[src/sv/tvrp_ram.sv]
// ----------------------------------------------------------------------------
// Generic single-port RAM
// One read or write per cycle, read data registered.
// ----------------------------------------------------------------------------
`default_nettype none

module tvrp_ram #(
	parameter int WIDTH = 8,
	parameter int DEPTH = 256
) (
	input  wire logic                     clk,
	input  wire logic                     en,
	input  wire logic                     we,
	input  wire logic [$clog2(DEPTH)-1:0] addr,
	input  wire logic [WIDTH-1:0]         wdata,
	output logic      [WIDTH-1:0]         rdata
);

	logic [WIDTH-1:0] mem [DEPTH];
	logic [WIDTH-1:0] rdata_q;

	always_ff @(posedge clk) begin
		if (en) begin
			if (we) begin
				mem[addr] <= wdata;
			end else begin
				rdata_q <= mem[addr];
			end
		end
	end

	assign rdata = rdata_q;

endmodule

`default_nettype wire

[config.mk]
export PLATFORM = sky130hd
export DESIGN_NAME = tvrp_ram
export DESIGN_NICKNAME = d
export VERILOG_FILES = /design/src/sv/tvrp_ram.sv
export SDC_FILE = /design/constraint.sdc
export NUM_CORES = 2
export LEC_CHECK = 0
export ABC_CLOCK_PERIOD_IN_PS = 4960
export BUFFER_PORTS_ARGS = -buffer_cell sky130_fd_sc_hd__buf_2
export CAP_MARGIN = 20
export CORE_MARGIN = 3
export CORE_UTILIZATION = 50
export DETAILED_ROUTE_END_ITERATION = 16
export PLACE_DENSITY = 0.65
export SETUP_SLACK_MARGIN = 0.02
export SYNTH_ARGS = -nofsm -noshare
export SYNTH_HDL_FRONTEND = slang
export SYNTH_SLANG_ARGS = --single-unit
[constraint.sdc]
create_clock -name clk -period 4.96 [get_ports clk]
set_input_delay 0.992 -clock clk [delete_from_list [all_inputs] [get_ports clk]]
set_output_delay 0.992 -clock clk [all_outputs]
set_load 0.01 [all_outputs]
* Word level (Yosys, flattened, before mapping)
Memory sizes are Yosys's and may differ from the RTL's. A register that Yosys moved wholly into a read port is not among the register bits.
Cells that the tools add are included.
** Cells by class
- Muxes and demuxes :: 3
- Reduce and logical (&&, ||, !) cells :: 1
- Bitwise gates (word level) :: 1
** Operator list (number)
- two-way mux 1 bit :: 3
- AND reduction 2 bit :: 1
- inverter 1 bit :: 1
** Storage, ports and cells
- Output and inout port bits :: 8
- Memories kept :: 1
- Word-level logic and storage cells :: 6
- Bits in writable memories :: 2048
- Bits of input ports :: 19
- Bits in registers :: 0
** Memories
- mem :: depth 256, width 8, rd ports 1, clocked after Yosys merged registers in 1, wr ports 1, line 19 : logic [WIDTH-1:0] mem [DEPTH];

* Longest topological paths before layout
- Depth after elaboration :: 3
- Mapped depth :: 9

* Worst setup path before layout
Ideal clock, no wire load.
- Path kind :: input port to flip-flop
- Start :: input addr[0]
- End :: memory mem[117][0] (enable)
- Setup slack :: 1.673 ns
- Stages on the path :: 8
- Path buffers :: 5
- Setup time :: 0.370 ns
- Arrival :: 2.917 ns
- Required time :: 4.590 ns
- Cell sequence :: buf_2 buf_6 buf_2 buf_2 nor3b_1 nand2_1 clkbuf_1 nor2_1
** RTL lines
- start: declaration :: line 14 : input wire logic [$clog2(DEPTH)-1:0] addr,
- end: declaration :: line 19
Straight into the memory's write port.

==> summary.txt <==
Timing
  • Final Hold Viols: 0
  • Worst hold margin: ~0.73 ns
  • Fin. max-slew vios: 0
  • Slew headroom: 0.140
  • Max Fclk: 0.264 GHz
  • Worst clock skew: roughly 0.035 ns
  • Final setup violation count: 0
  • Fin Setup TNS: 0 ns
  • Tmin final: 3.78 ns
  • RSZ-0062 raised after global routing: no
  • Worst-Margin Slew: 1.27 ns
  • Period utilization: 0.762
  • Final worst setup slack: 1.18 ns

Yosys
  • Xor/xnor share of the synthesized area: 0
  • Main combinational cell family by area after synthesis: multiplexers
  • Multiplexer area fraction after synthesis: 0.147
  • Compound-Gate Fraction of Synth Area: 0.0363
  • Syn Inst Count: 3,526
  • Synthesized area: 0.0784 mm²
  • Post-synthesis cell type count: 21
  • Yosys warning count: 0
  • Synth area leaders: edfxtp_1, mux4_2, a22oi_1
  • Post-synthesis simple-gate area fraction: 0.0161
  • Top-area cell type share of the netlist area: 0.788
  • Post-synthesis area per instance: roughly 22 µm²
  • Register area share after synthesis: 0.788
  • Cell taking the most area after synthesis: edfxtp_1
  • Seq cells post-synth: a little over 2,000
  • Synth Area in Adders: 0
  • Syn nets: approximately 3,500

Status
  • Outcome: completed

Floorplan
  • Io pins: 27
  • Site row count: 144
  • Core ar.: ~0.15 mm²
  • Die width: 402 µm
  • Die height: roughly 400 µm
  • Initial Util: 0.506
  • Die area: around 0.16 mm²

Placement
  • Gp weighted congestion: between 0.8 and 0.9
  • Cell Area, Placed: 0.0834 mm²
  • Post-DP HPWL: roughly 110,000 µm
  • Post-Place Cells: about 5,700
  • Number of I/O port buffers: 26
  • Dpl ws: around 0.43 ns

CTS
  • Clock Path Buffers: 3
  • TritonCTS clock tree: done
  • Root buffer cell: clkbuf_16
  • Post-cts sizing count: 0
  • Clk slew on worst S/H paths: approximately 0.06 ns
  • CTS Buf Count: roughly 200
  • Setup bufs post-CTS: 0
  • Hold-fix buffers, CTS: 0
  • Clock latency on the worst-skew pair: approximately 0.8 ns
  • # H-tree levels: 4
  • Clock Sinks: between 2,000 and 2,500

Global route
  • Global route total overflow: 0
  • Largest net degree at the start of global routing: roughly 160
  • Initial antenna violation count: 7
  • Vias in the first global route: 38,800
  • Global-route wire length before repair: ~280,000 µm
  • Global Route Usage Sum: 0.237

Route
  • Vias: between 30,000 and 40,000
  • WL final: roughly 190,000 µm
  • Final ANT Viol Nets: 0
  • Vias/cell: 6.22
  • Total iterations of the first detailed-routing run: 5
  • Initial DRC count: about 4,700
  • Wirelength per Cell: roughly 31 µm
  • # DRC: 0

Worst setup path
  • RR Startpoint: mem[239][0]
  • Critical Path RT: around 5.5 ns
  • Worst reg2reg setup slack: slightly below 2 ns
  • Worst reg2reg path endpoint: rdata[0]
  • CP max FO: 45
  • Critical path type: in2reg
  • CP arrival: approximately 4.3 ns
  • R2R cell count: 5
  • Setup crit start kind: input pin
  • CP Capture Type: flip-flop

Layout
  • Layout cells sized above 1: 0.295
  • Fin nets: 3,903
  • Layout area overhead: 14.3%
  • Fin area: ~0.090 mm²
  • Final core utilization: 0.578
  • Fin cells: roughly 6,000

Worst hold path
  • Hold Startpoint: wdata[5]
  • HP Class: in2reg
  • Min-Delay Path Depth: 1
  • Hold EP: mem[95][5]

Power and ir drop
  • Pwr Total: between 30 and 40 mW
  • Maximum vdd drop: ~0.0004 V
  • Leakage power: around 28 nW
  • Pwr dens: approximately 400 mW/mm²

Job
  • Max-Cap Viols: 0
==> sequential cells by signal (all words and copies together) (netlist names) <==
name / count
rdata: 8
mem: 2048
==> where the power goes <==
group / total, mW / switching (mW) / internal [mW]
Sequential: 19.2 / 0.0138 / 19.1
Combinational: 1.60 / 1.02 / 0.585
Clock: 14.4 / 6.28 / 8.14
==> cell type report <==
class / instances / area [µm²]
clock buffers: 244 / 5230
clock inverters: 110 / 923
fillers: 11200 / 65400
flip-flops and latches: 2056 / 61700
diodes: 3 / 7.51
well taps: 2044 / 2560
multi-input cells: 1245 / 15700
repair buffers: 382 / 3380
==> kinds of logic (layout without fill, tap and decap cells) <==
group | count (synthesis) | after routing
other | 0 | 3
flip-flops | 2056 | 2056
AO/OA/AOI/OAI | 416 | 416
multiplexers | 512 | 512
AND/OR/NAND/NOR | 317 | 317
buffers and inverters | 225 | 736
==> critical path: stages <==
cell and delay [ns]:
buf_8 0.52, buf_12 0.29, buf_12 0.19, mux4_2 0.50, a22oi_1 0.25, a21oi_1 0.20, o41ai_1 1.15, nand4_1 0.16
==> placed cells by master, fill, tap and decap left out, types with 10 or more instances in the layout <==
| cell | count |
|---|---|
| buf_4 | 318 |
| buf_2 | 16 |
| edfxtp_1 | 2056 |
| o41ai_1 | 30 |
| a21oi_1 | 128 |
| clkinv_2 | 38 |
| mux4_2 | 512 |
| buf_8 | 10 |
| nand2_2 | 16 |
| clkbuf_1 | 41 |
| nor2_1 | 258 |
| a22oi_1 | 256 |
| clkbuf_16 | 203 |
| bufinv_16 | 13 |
| clkinv_1 | 40 |
| buf_12 | 38 |
| nand2_1 | 14 |
==> how the worst max path moves through the flow <==
stage | start | depth (start not counted) | endpoint | slack, ns
after floorplan | addr[0] | 8 | mem[117][0] | 1.67
after global placement | addr[0] | 7 | rdata[5] | 0.1
after detailed placement | addr[0] | 8 | rdata[4] | 0.43
after CTS | addr[0] | 7 | rdata[3] | 1.29
after global routing | addr[1] | 9 | rdata[7] | 1.11
final | addr[0] | 8 | rdata[1] | 1.18
==> cells in the mapped netlist <==
| library cell | number |
|---|---|
| a21oi_1 | 128 |
| a22oi_1 | 256 |
| and2_1 | 2 |
| and4_1 | 1 |
| buf_1 | 21 |
| buf_2 | 41 |
| buf_4 | 11 |
| buf_6 | 9 |
| clkbuf_1 | 143 |
| edfxtp_1 | 2056 |
| mux4_2 | 512 |
| nand2_1 | 30 |
| nand2b_1 | 2 |
| nand3_1 | 4 |
| nand4_1 | 8 |
| nor2_1 | 259 |
| nor2b_1 | 7 |
| nor3_1 | 1 |
| nor3b_1 | 2 |
| o41ai_1 | 32 |
| or2_2 | 1 |
==> metal layers <==
metal | vias up | routed length, µm | GRT usage
met1 | 20000 | 74500 | 0.336
met3 | 285 | 19600 | 0.0648
met2 | 1797 | 89500 | 0.363
li1 | 15700 | - | -
met4 | 2 | 5720 | 0.0739
met5 | - | 13 | 0
No activity file was read; power rests on OpenSTA's default activity.
